[src/rtl/core/mdit_pkg.sv]
// Package for the multi-slot delay and interval timer.
// Holds the command codes, the reset due window, the transaction structs, the
// sequencer states and the memory control group. No dependencies.
`timescale 1ns / 1ps

package mdit_pkg;

	localparam logic [1:0] CMD_CHECK    = 2'd0;
	localparam logic [1:0] CMD_ONESHOT  = 2'd1;
	localparam logic [1:0] CMD_PERIODIC = 2'd2;
	localparam logic [1:0] CMD_CANCEL   = 2'd3;

	// Ten days in milliseconds.
	localparam logic [31:0] DUE_WINDOW_RST = 32'd864000000;

	typedef struct packed {
		logic [1:0]  command;
		logic [3:0]  slot;
		logic [31:0] duration;
		logic [31:0] now;
	} mdit_in_t;

	typedef struct packed {
		logic [3:0] fired_slot;
		logic       fired_periodic;
		logic       last;
	} mdit_out_t;

	typedef enum logic [1:0] {
		ST_IDLE,
		ST_READ,
		ST_EVAL,
		ST_FLUSH
	} mdit_state_t;

	typedef struct packed {
		logic rd_en;
		logic dl_we;
		logic pr_we;
	} mdit_mem_ctl_t;

endpackage

[src/rtl/core/mdit_slot_mem.sv]
// Deadline and period storage, one entry per timer slot.
// One write port per array, one shared registered read port. Uses mdit_pkg.
`timescale 1ns / 1ps

module mdit_slot_mem
	import mdit_pkg::*;
#(
	parameter int NUM_SLOTS = 16,
	localparam int IdxW = (NUM_SLOTS > 1) ? $clog2(NUM_SLOTS) : 1
) (
	input  logic            clk,
	input  mdit_mem_ctl_t   ctl,
	input  logic [IdxW-1:0] waddr,
	input  logic [31:0]     dl_wdata,
	input  logic [31:0]     pr_wdata,
	input  logic [IdxW-1:0] raddr,
	output logic [31:0]     dl_rdata,
	output logic [31:0]     pr_rdata
);

	logic [31:0] dl_mem [NUM_SLOTS];
	logic [31:0] pr_mem [NUM_SLOTS];

	always_ff @(posedge clk) begin
		if (ctl.dl_we) begin
			dl_mem[waddr] <= dl_wdata;
		end
		if (ctl.pr_we) begin
			pr_mem[waddr] <= pr_wdata;
		end
	end

	// Hold read data between reads so an evaluation can wait on the output.
	always_ff @(posedge clk) begin
		if (ctl.rd_en) begin
			dl_rdata <= dl_mem[raddr];
			pr_rdata <= pr_mem[raddr];
		end
	end

endmodule

[src/rtl/core/mdit_due_unit.sv]
// Shared timer arithmetic: wrapped lateness compare and deadline adder.
// Serves both arming and rescheduling. Uses mdit_pkg for house consistency.
`timescale 1ns / 1ps

module mdit_due_unit
	import mdit_pkg::*;
(
	input  logic [31:0] now,
	input  logic [31:0] deadline,
	input  logic [31:0] window,
	input  logic [31:0] addend,
	output logic        due,
	output logic [31:0] sum
);

	logic [31:0] late;

	// Lateness wraps modulo 2^32; anything beyond the window counts as future.
	assign late = now - deadline;
	assign due  = (late <= window);
	assign sum  = now + addend;

endmodule

[src/rtl/core/multi_slot_delay_interval_timer.sv]
// Top level of the multi-slot delay and interval timer.
// Depends on mdit_pkg, mdit_slot_mem and mdit_due_unit.
//
// Usage:
//   in channel  (in_valid/in_ready/in_data): one command per transaction.
//     Arm one-shot, arm periodic and cancel complete in the accepting cycle;
//     in_ready stays high for the next transaction. They never give results.
//   A check walks the slots twice with one shared subtract/compare/add unit:
//     one pass for one-shot slots, one for periodic slots, ascending order.
//     A slot of the wrong kind or inactive is skipped; a candidate takes a
//     memory read, then an evaluation. in_ready is low while a check runs,
//     including any stall time. Candidates are read one at a time through
//     the slot memory's single read port.
//   out channel (out_valid/out_ready/out_data): one fired slot per
//     transaction; last marks the final one of a check. One result is held
//     back in a pending register so last is known when it is sent.
//   cfg channel (cfg_valid/cfg_ready/cfg_data): due_window, always ready.
//     Write only while the block is idle.
//   Receiver stall: the scan waits on the current slot until the output
//     register frees; nothing is dropped.
//   Reset: all slots idle, due_window back to ten days, no result pending.
//   Deadline and period memories are not cleared; only active slots read them.
`timescale 1ns / 1ps

module multi_slot_delay_interval_timer
	import mdit_pkg::*;
#(
	parameter int NUM_SLOTS = 16
) (
	input  logic        clk,
	input  logic        arst_n,
	input  logic        in_valid,
	output logic        in_ready,
	input  mdit_in_t    in_data,
	output logic        out_valid,
	input  logic        out_ready,
	output mdit_out_t   out_data,
	input  logic        cfg_valid,
	output logic        cfg_ready,
	input  logic [31:0] cfg_data
);

	localparam int IdxW = (NUM_SLOTS > 1) ? $clog2(NUM_SLOTS) : 1;
	localparam logic [IdxW-1:0] IDX_LAST = IdxW'(NUM_SLOTS - 1);

	mdit_state_t state_q, state_d;

	logic [IdxW-1:0]      idx_q;
	logic                 pass_q;       // 0: one-shot pass, 1: periodic pass
	logic [31:0]          now_q;
	logic [31:0]          window_q;
	logic [NUM_SLOTS-1:0] active_q;
	logic [NUM_SLOTS-1:0] periodic_q;

	logic                 pend_valid_q;
	logic [3:0]           pend_slot_q;
	logic                 pend_per_q;
	logic                 out_valid_q;
	mdit_out_t            out_q;

	mdit_mem_ctl_t        mem_ctl;
	logic [IdxW-1:0]      waddr;
	logic [31:0]          pr_wdata;
	logic [31:0]          rd_deadline;
	logic [31:0]          rd_period;

	logic [31:0]          now_op;
	logic [31:0]          add_op;
	logic                 due;
	logic [31:0]          sum;

	logic                 in_fire;
	logic                 out_free;
	logic                 slot_ok;
	logic [IdxW-1:0]      arm_idx;
	logic                 is_arm;
	logic                 is_cancel;
	logic                 is_check;
	logic                 cand;
	logic                 adv;
	logic                 load_pend;
	logic                 push;
	logic                 push_last;
	logic                 clear_active;

	assign in_ready  = (state_q == ST_IDLE);
	assign cfg_ready = 1'b1;
	assign out_valid = out_valid_q;
	assign out_data  = out_q;

	assign in_fire  = in_valid && in_ready;
	assign out_free = !out_valid_q || out_ready;
	assign slot_ok  = ({28'd0, in_data.slot} < 32'(NUM_SLOTS));
	assign arm_idx  = IdxW'(in_data.slot);

	assign is_check  = in_fire && (in_data.command == CMD_CHECK);
	assign is_cancel = in_fire && slot_ok && (in_data.command == CMD_CANCEL);
	assign is_arm    = in_fire && slot_ok &&
		((in_data.command == CMD_ONESHOT) || (in_data.command == CMD_PERIODIC));

	// Slot worth reading in the current pass.
	assign cand = active_q[idx_q] && (periodic_q[idx_q] == pass_q);

	// Share the arithmetic: arming uses the input time, the scan the latched one.
	assign now_op   = (state_q == ST_IDLE) ? in_data.now : now_q;
	assign add_op   = (state_q == ST_IDLE) ? in_data.duration : rd_period;
	assign pr_wdata = (in_data.command == CMD_PERIODIC) ? in_data.duration : 32'd0;
	assign waddr    = (state_q == ST_IDLE) ? arm_idx : idx_q;

	mdit_due_unit u_due (
		.now      (now_op),
		.deadline (rd_deadline),
		.window   (window_q),
		.addend   (add_op),
		.due      (due),
		.sum      (sum)
	);

	mdit_slot_mem #(
		.NUM_SLOTS (NUM_SLOTS)
	) u_mem (
		.clk      (clk),
		.ctl      (mem_ctl),
		.waddr    (waddr),
		.dl_wdata (sum),
		.pr_wdata (pr_wdata),
		.raddr    (idx_q),
		.dl_rdata (rd_deadline),
		.pr_rdata (rd_period)
	);

	// Sequencer: next state and per-cycle controls.
	always_comb begin
		state_d      = state_q;
		mem_ctl      = '0;
		adv          = 1'b0;
		load_pend    = 1'b0;
		push         = 1'b0;
		push_last    = 1'b0;
		clear_active = 1'b0;
		case (state_q)
			ST_IDLE: begin
				if (is_check) begin
					state_d = ST_READ;
				end else if (is_arm) begin
					mem_ctl.dl_we = 1'b1;
					mem_ctl.pr_we = 1'b1;
				end
			end
			ST_READ: begin
				if (cand) begin
					mem_ctl.rd_en = 1'b1;
					state_d       = ST_EVAL;
				end else begin
					adv = 1'b1;
				end
			end
			ST_EVAL: begin
				if (!due) begin
					adv     = 1'b1;
					state_d = ST_READ;
				end else if (!pend_valid_q || out_free) begin
					// Fire: send the held result onwards, hold this one.
					load_pend = 1'b1;
					push      = pend_valid_q;
					adv       = 1'b1;
					state_d   = ST_READ;
					if (pass_q) begin
						mem_ctl.dl_we = 1'b1;
					end else begin
						clear_active = 1'b1;
					end
				end
			end
			ST_FLUSH: begin
				if (!pend_valid_q) begin
					state_d = ST_IDLE;
				end else if (out_free) begin
					push_last = 1'b1;
					state_d   = ST_IDLE;
				end
			end
			default: begin
				state_d = ST_IDLE;
			end
		endcase
		// Leaving the last slot of the periodic pass ends the walk.
		if (adv && (idx_q == IDX_LAST) && pass_q) begin
			state_d = ST_FLUSH;
		end
	end

	always_ff @(posedge clk or negedge arst_n) begin
		if (!arst_n) begin
			state_q <= ST_IDLE;
		end else begin
			state_q <= state_d;
		end
	end

	// Scan pointer and pass.
	always_ff @(posedge clk or negedge arst_n) begin
		if (!arst_n) begin
			idx_q  <= '0;
			pass_q <= 1'b0;
		end else if (is_check) begin
			idx_q  <= '0;
			pass_q <= 1'b0;
		end else if (adv) begin
			if (idx_q == IDX_LAST) begin
				idx_q  <= '0;
				pass_q <= 1'b1;
			end else begin
				idx_q <= idx_q + 1'b1;
			end
		end
	end

	always_ff @(posedge clk) begin
		if (is_check) begin
			now_q <= in_data.now;
		end
	end

	always_ff @(posedge clk or negedge arst_n) begin
		if (!arst_n) begin
			window_q <= DUE_WINDOW_RST;
		end else if (cfg_valid && cfg_ready) begin
			window_q <= cfg_data;
		end
	end

	// Slot status bits.
	always_ff @(posedge clk or negedge arst_n) begin
		if (!arst_n) begin
			active_q   <= '0;
			periodic_q <= '0;
		end else begin
			if (is_arm) begin
				active_q[arm_idx]   <= 1'b1;
				periodic_q[arm_idx] <= (in_data.command == CMD_PERIODIC);
			end
			if (is_cancel) begin
				active_q[arm_idx]   <= 1'b0;
				periodic_q[arm_idx] <= 1'b0;
			end
			if (clear_active) begin
				active_q[idx_q] <= 1'b0;
			end
		end
	end

	// Pending result, held back until the next one or the end of the walk.
	always_ff @(posedge clk or negedge arst_n) begin
		if (!arst_n) begin
			pend_valid_q <= 1'b0;
		end else if (load_pend) begin
			pend_valid_q <= 1'b1;
		end else if (push_last) begin
			pend_valid_q <= 1'b0;
		end
	end

	always_ff @(posedge clk) begin
		if (load_pend) begin
			pend_slot_q <= 4'(idx_q);
			pend_per_q  <= pass_q;
		end
	end

	// Output register.
	always_ff @(posedge clk or negedge arst_n) begin
		if (!arst_n) begin
			out_valid_q <= 1'b0;
		end else if (push || push_last) begin
			out_valid_q <= 1'b1;
		end else if (out_ready) begin
			out_valid_q <= 1'b0;
		end
	end

	always_ff @(posedge clk) begin
		if (push || push_last) begin
			out_q.fired_slot     <= pend_slot_q;
			out_q.fired_periodic <= pend_per_q;
			out_q.last           <= push_last;
		end
	end

endmodule

[config.mk]
export PLATFORM = sky130hd
export DESIGN_NAME = multi_slot_delay_interval_timer
export DESIGN_NICKNAME = d
export VERILOG_FILES = /design/src/rtl/core/mdit_pkg.sv /design/src/rtl/core/mdit_slot_mem.sv /design/src/rtl/core/mdit_due_unit.sv /design/src/rtl/core/multi_slot_delay_interval_timer.sv
export SDC_FILE = /design/constraint.sdc
export NUM_CORES = 1
export LEC_CHECK = 0
export BUFFER_PORTS_ARGS = -buffer_cell sky130_fd_sc_hd__buf_4
export CORE_ASPECT_RATIO = 1.5
export CORE_MARGIN = 2
export CORE_UTILIZATION = 62
export DETAILED_ROUTE_END_ITERATION = 16
export PLACE_DENSITY = 0.79
export SLEW_MARGIN = 20
export SYNTH_ARGS = -nofsm -noshare
export SYNTH_HDL_FRONTEND = slang
export SYNTH_HIERARCHICAL = 1
export SYNTH_SLANG_ARGS = --single-unit
[constraint.sdc]
create_clock -name clk -period 10 [get_ports clk]
set_input_delay 0 -clock clk [delete_from_list [all_inputs] [get_ports clk]]
set_output_delay 0 -clock clk [all_outputs]
set_load 0.03 [all_outputs]
==> flow_metrics.tcl, run 1 <==
set metrics [dict create \
    drc 0 \
    worst-setup-path-type "reg -> reg" \
    clk_pin_slew_ns 0.07 \
    finalHoldViolCount 1 \
    start_util_pct 62.4 \
    fin_skew_ns 0.0340 \
    relSlewSlack_pct 23.5 \
    grt_max_degree 157 \
    drv_cap 0 \
    finish.utilization_pct 71.6 \
    r2r_start "state_q[0]" \
    ys.flop_type "edfxtp_1" \
    grt_pass1_vias 29300 \
    synth_area_sq_um 50500 \
    antenna_found_initial 8 \
    ir_worst_vdd_mv 0.273 \
    layout_common_cells "edfxtp_1, mux4_2, buf_4, dlygate4sd3_1, a22oi_1" \
    pwr_density_cell_nw_per_um2 317 \
    rsz0062_at_grt "no" \
    fmax_mhz 118 \
    required_ns 10.29 \
    synth_cell_types 93 \
    finalHoldWorstSlack_ns -0.000807 \
    cp-startpoint "state_q[0]" \
    place.gp.congestion 0.893 \
    violations "negative hold slack" \
    pin_count 116 \
    synth_edf_count 1131 \
    grt_overflow_total 0 \
    max_slew.worst_pin.slew_ns 1.15 \
    cp_max_fo 32 \
    postCtsSetupBuffers 0 \
    die_x_um 237 \
    layout_commonest_cell "edfxtp_1" \
    worstSkewPairLatency_ns 0.70 \
    setup_viol_count_final 0 \
    antenna_left 0 \
    hold_path.class "in -> async" \
    syn_inst 2731 \
    startpoint_type "flop" \
    grt_pass1_wl_mm 189 \
    synth.avg_cell_area_sq_um 18.5 \
    port_buffers 114 \
    cts.sinks 1204 \
    fp.coreArea_sq_um 81000 \
    ys_warn_count 6 \
    via_per_inst 6.82 \
    cts-buffers-inserted 104 \
    fin_crit_sh_pct 84.4 \
    drt_iter0_drc 3482 \
    die_area_sq_um 83900 \
    synth_async_sr_flop_share_pct 6.06 \
    die_h_um 354 \
    p_leak_nw 19.9 \
    grt_usage_pct 31.0 \
    area_growth_pct 14.8 \
    ys_seq_elements 1204 \
    setup_tns_ns 0 \
    drive_gt1_share_pct 25.4 \
    wl_mm 128 \
    num_vias 28300 \
    nets 3241 \
    fp-row-count 128 \
    slew_viol_final 0 \
    crit_arrival_ns 8.73 \
    tritoncts "yes" \
    min_period_ns 8.44 \
    ys_seq_area_share_pct 70.8 \
    syn_nets 2945 \
    critPathCaptureType "flop" \
    status "finished, violations left" \
    clockRootBuffer "clkbuf_16" \
    wire_per_inst_um 30.8 \
    clk_path_buf_depth 3 \
    cts.htree.levels 3 \
    dr.pass1.iters 7 \
    hpwlAfterDp_mm 72.6 \
]
[synthesized netlist by cell type (5+ instances only)]
| cell | n | share of area [%] |
|---|---|---|
| a211oi_1 | 8 | 0.12 |
| a21o_1 | 36 | 0.53 |
| a21oi_1 | 77 | 0.76 |
| a221oi_1 | 16 | 0.28 |
| a22oi_1 | 129 | 1.9 |
| a31oi_1 | 10 | 0.12 |
| and2_1 | 46 | 0.57 |
| and3_1 | 10 | 0.12 |
| buf_1 | 14 | 0.10 |
| buf_2 | 17 | 0.17 |
| buf_4 | 7 | 0.10 |
| buf_6 | 15 | 0.33 |
| clkbuf_1 | 63 | 0.47 |
| dfrtp_1 | 59 | 2.9 |
| dfstp_2 | 14 | 0.73 |
| edfxtp_1 | 1131 | 67 |
| ha_1 | 105 | 2.6 |
| inv_1 | 84 | 0.62 |
| mux2_2 | 101 | 2.3 |
| mux4_1 | 8 | 0.42 |
| mux4_2 | 256 | 11 |
| nand2_1 | 120 | 0.89 |
| nand2b_1 | 15 | 0.19 |
| nand3_1 | 20 | 0.20 |
| nand3b_1 | 9 | 0.13 |
| nand4_1 | 14 | 0.17 |
| nor2_1 | 85 | 0.63 |
| nor2b_1 | 16 | 0.20 |
| nor3_1 | 11 | 0.11 |
| o21a_1 | 8 | 0.12 |
| o21ai_0 | 61 | 0.60 |
| o21bai_1 | 7 | 0.10 |
| o22ai_1 | 5 | 0.062 |
| or2_2 | 9 | 0.11 |
| xnor2_1 | 34 | 0.59 |
| xor2_1 | 20 | 0.35 |
[through the flow]
step	worst slack, ns	std cells	power, mW	hold slack, ns	area [sq um]
3_3_place_gp	1.87	3810	13.6	0.174	52700
2_1_floorplan	2.32	2731	11.8	-0.296	50500
5_1_grt	1.25	4158	19.1	0.0384	58000
3_5_place_dp	1.65	3814	13.9	0.193	52800
4_1_cts	1.65	4150	18.2	0.0129	57800
6_report	1.56	4158	18.4	-0.000807	58000
[kinds of logic (layout without fill, tap and decap cells)]
logic type / count (synthesis) / count (layout) / share of synthesized area [%]
compound gates: 407 / 407 / 5.65
xor+xnor: 54 / 54 / 0.936
fa+ha+maj: 107 / 107 / 2.68
buf+inv: 205 / 591 / 1.91
flops: 1204 / 1204 / 70.8
mux: 370 / 370 / 14.2
other cells: 1 / 2 / 0.00742
simple gates: 383 / 383 / 3.80
[per-layer routing]
| layer | vias to the layer above | global-route usage [%] | wire length, um |
|---|---|---|---|
| met2 | 1744 | 54.4 | 67000 |
| met1 | 14600 | 38.8 | 44500 |
| met3 | 353 | 4.73 | 11000 |
| li1 | 11600 | - | - |
| met5 | - | 0 | 53 |
| met4 | 10 | 13.4 | 5720 |
[what timing repair did]
item / 4_1_cts / 5_1_grt
hold buffers: 140 / 0
hold endpoints to repair: 694 / 0
gates resized for setup: 0 / 0
[final timing paths]
check	slack, ns	depth (start not counted)	end
max in group asynchronous	9.24	2	idx_q[0]
worst max-delay path	1.56	25	u_mem/dl_mem[2][26]
worst min-delay path	-0.0008	2	periodic_q[4]
worst min register to register	0.42	0	out_data[3]
worst max register to register	1.56	25	u_mem/dl_mem[2][26]
min in group clk	0.05	2	now_q[11]
[power by group]
part | internal, mW | switching (mW) | leakage [nW] | total (mW)
Clock | 2.40 | 1.83 | 1.74 | 4.23
Combinational | 2.58 | 4.35 | 6.96 | 6.92
Sequential | 7.06 | 0.205 | 11.2 | 7.26
Total | 12.0 | 6.38 | 19.9 | 18.4
[area by class of cell]
type	count	area, sq um
tap	1040	1300
multi-input combinational	1322	14200
inverter	85	319
clock buffer	127	2770
timing repair buffer	310	2860
clock inverter	69	779
antenna	1	2.50
fill	4621	23000
sequential	1204	35800
[state kept, by name, indices dropped and copies added, names as in the netlist, 16 cells and up]
name	count
active_q	16
u_mem/pr_rdata	32
u_mem/dl_rdata	32
window_q	32
periodic_q	16
u_mem/dl_mem	512
now_q	32
u_mem/pr_mem	512
[critical path: stages, from the launching register on]
cell and delay, ns:
dfrtp_1 0.40, inv_1 0.15, ha_4 0.48, mux2_2 0.43
ha_1 0.30, nor2b_1 0.14, o31a_1 0.29, a211oi_2 0.46
a21oi_2 0.19, a41oi_2 0.33, o21ai_2 0.16, a21oi_1 0.23
o311ai_1 0.13, ha_1 0.31, a21o_1 0.18, a21o_1 0.17
a21oi_1 0.13, o21ai_0 0.14, a21oi_1 0.26, o21ai_0 0.13
o21ai_0 0.42, nand2_1 0.26, nor2_1 0.48, a21o_1 0.31
or3b_2 0.61, nor2_4 0.87
Note: power is estimated with default switching activity, not from simulation.
==> run 2, diff against run 1 <==
Settings changed: CORE_UTILIZATION 62 to 56, PLACE_DENSITY 0.79 to 0.75.
Clock period 10 ns to 7.23 ns, I/O delays scaled along.
==> run 2 against run 1 <==
  * The run now ends clean
  * Global-route usage decreased by 4.4 points
  * Clock skew is 0.0021 ns higher
  * Routed wire length shrank 4.5%
  * Die area grew 11%
  * Cell count rose by 3.7%
  * Combinational power up 35%
  * Sequential cell count did not move
  * Worst hold slack improved by 0.048 ns
  * Non-clock buffer count is 31 higher
==> flow_metrics.tcl, run 2 (synthesis gave the netlist of run 1 again) <==
set metrics [dict create \
    fin_crit_sh_pct 93.8 \
    pin_count 116 \
    clock_power_share_pct 21.9 \
    min_period_ns 6.79 \
    layout_common_cells "edfxtp_1, mux4_2, buf_4, dlygate4sd3_1, a22oi_1" \
    dr.pass1.iters 6 \
    via_per_inst 6.44 \
    clk_path_buf_depth 3 \
    relSlewSlack_pct 21.1 \
    drive_gt1_share_pct 25.9 \
    fin_cells 4310 \
    port_buffers 114 \
    hold_path.class "in -> reg" \
    rsz0062_at_grt "no" \
    finalPower_mw 24.9 \
    dp_cells 3955 \
    nets 3273 \
    finalHoldWorstSlack_ns 0.0468 \
    antenna_found_initial 3 \
    drc 0 \
    place.gp.congestion 0.909 \
    fin_skew_ns 0.0361 \
    cp.buffers_inverters 3 \
    largestRegisters "u_mem/dl_mem (512), u_mem/pr_mem (512)" \
    cts.htree.levels 3 \
    p_leak_nw 20.0 \
    critPathCaptureType "flop" \
    cp_max_fo 25 \
    diodes 0 \
    wl_mm 123 \
    crit_arrival_ns 7.20 \
    num_vias 27800 \
    die_h_um 372 \
    fp-row-count 135 \
    grt_overflow_total 0 \
    wire_per_inst_um 28.4 \
    drt_iter0_drc 3068 \
    fp.coreArea_sq_um 89900 \
    worstSkewPairLatency_ns 0.72 \
    layout_commonest_cell "edfxtp_1" \
    die_area_sq_um 92700 \
    p_comb_share_pct 37.6 \
    slowest_delay_ns 0.49 \
    cpMaxStageDelayCell "or3b_4" \
    slew_viol_final 0 \
    grt_max_degree 77 \
    grt_pass1_vias 28700 \
    max_slew.worst_pin.slew_ns 1.18 \
    clk_pin_slew_ns 0.07 \
    cts.sinks 1204 \
    p_switching_mw 8.60 \
    required_ns 7.64 \
    hpwlAfterDp_mm 74.1 \
    antenna_left 0 \
    tritoncts "yes" \
    p_seq_share_pct 40.5 \
    die_x_um 249 \
    worst-setup-path-type "reg -> reg" \
    cts-buffers-inserted 105 \
    status "completed" \
    cp_top_family "simple AND/OR/NAND/NOR gates" \
    pwr_density_cell_nw_per_um2 427 \
    p_int_mw 16.3 \
    grt_pass1_wl_mm 182 \
    finalHoldViolCount 0 \
    start_util_pct 56.2 \
    clockRootBuffer "clkbuf_16" \
    startpoint_type "flop" \
    ir_worst_vdd_mv 0.345 \
    drv_cap 0 \
    switching_share_pct 34.6 \
    area_growth_pct 15.3 \
    setup_viol_count_final 0 \
    grt_usage_pct 26.7 \
    fmax_mhz 147 \
]
[run 2: cell count changes in the layout (fill, tap and decap cells not counted), sizes merged]
cell         before  now
bufinv           16    6
clkinv           42   59
diode             1    0
dlygate4sd3     140  151
clkinvlp          7    5
buf             170  190
clkbuf          127  120
[run 2: what timing repair did]
action,CTS,global route
endpoints found under the setup margin,25,504
pin swaps,0,4
resized for setup,1,6
endpoints found under the hold margin,695,0
buffers inserted,0,9
hold buffers,152,0
[run 2: worst paths after layout]
path / start / end / slack [ns] / cells past startpoint
worst max register to register: state_q[0] / u_mem/dl_mem[1][14] / 0.44 / 26
worst max-delay path: state_q[0] / u_mem/dl_mem[1][14] / 0.44 / 26
max in group asynchronous: arst_n / idx_q[0] / 6.27 / 4
worst min-delay path: in_data[31] / now_q[31] / 0.05 / 2
worst min register to register: pend_slot_q[3] / out_data[5] / 0.42 / 0
min in group asynchronous: arst_n / pend_valid_q / 0.37 / 3
[run 2: layer usage]
metal | vias to the layer above | wire length, um | track usage (%)
met5 | - | 13 | 0
met1 | 14400 | 45800 | 34.4
met4 | 2 | 4150 | 9.77
met3 | 249 | 9050 | 3.58
met2 | 1390 | 63600 | 46.7
li1 | 11700 | - | -
[run 2: final cells by class]
type                    instances  area, sq um
clock buffers                 120         2730
well taps                    1164         1460
fillers                      5910        31600
multi-input cells            1322        14200
flip-flops and latches       1204        35800
repair buffers                341         3160
clock inverters                74          578
inverters                      85          319
[run 2: power by group through the flow]
| stage | combinational [mW] | clock, mW | sequential [mW] |
|---|---|---|---|
| finish | 9.35 | 5.43 | 10.1 |
| global route | 10.1 | 5.75 | 10.1 |
| CTS | 9.14 | 5.50 | 10.1 |
| detailed placement | 9.00 | 0 | 10.2 |
| global placement | 8.66 | 0 | 10.2 |
| floorplan | 6.30 | 0 | 10.0 |
[run 2: through the flow]
stage	utilization, %	setup TNS [ns]	setup WS [ns]	area, sq um
global route	64.8	0	0.0529	58300
floorplan	-	-57.57	-0.450	50600
detailed placement	59.2	0	0.0204	53200
global placement	59.2	0	0.182	53200
finish	64.8	0	0.445	58300
CTS	64.6	0	0.0389	58100
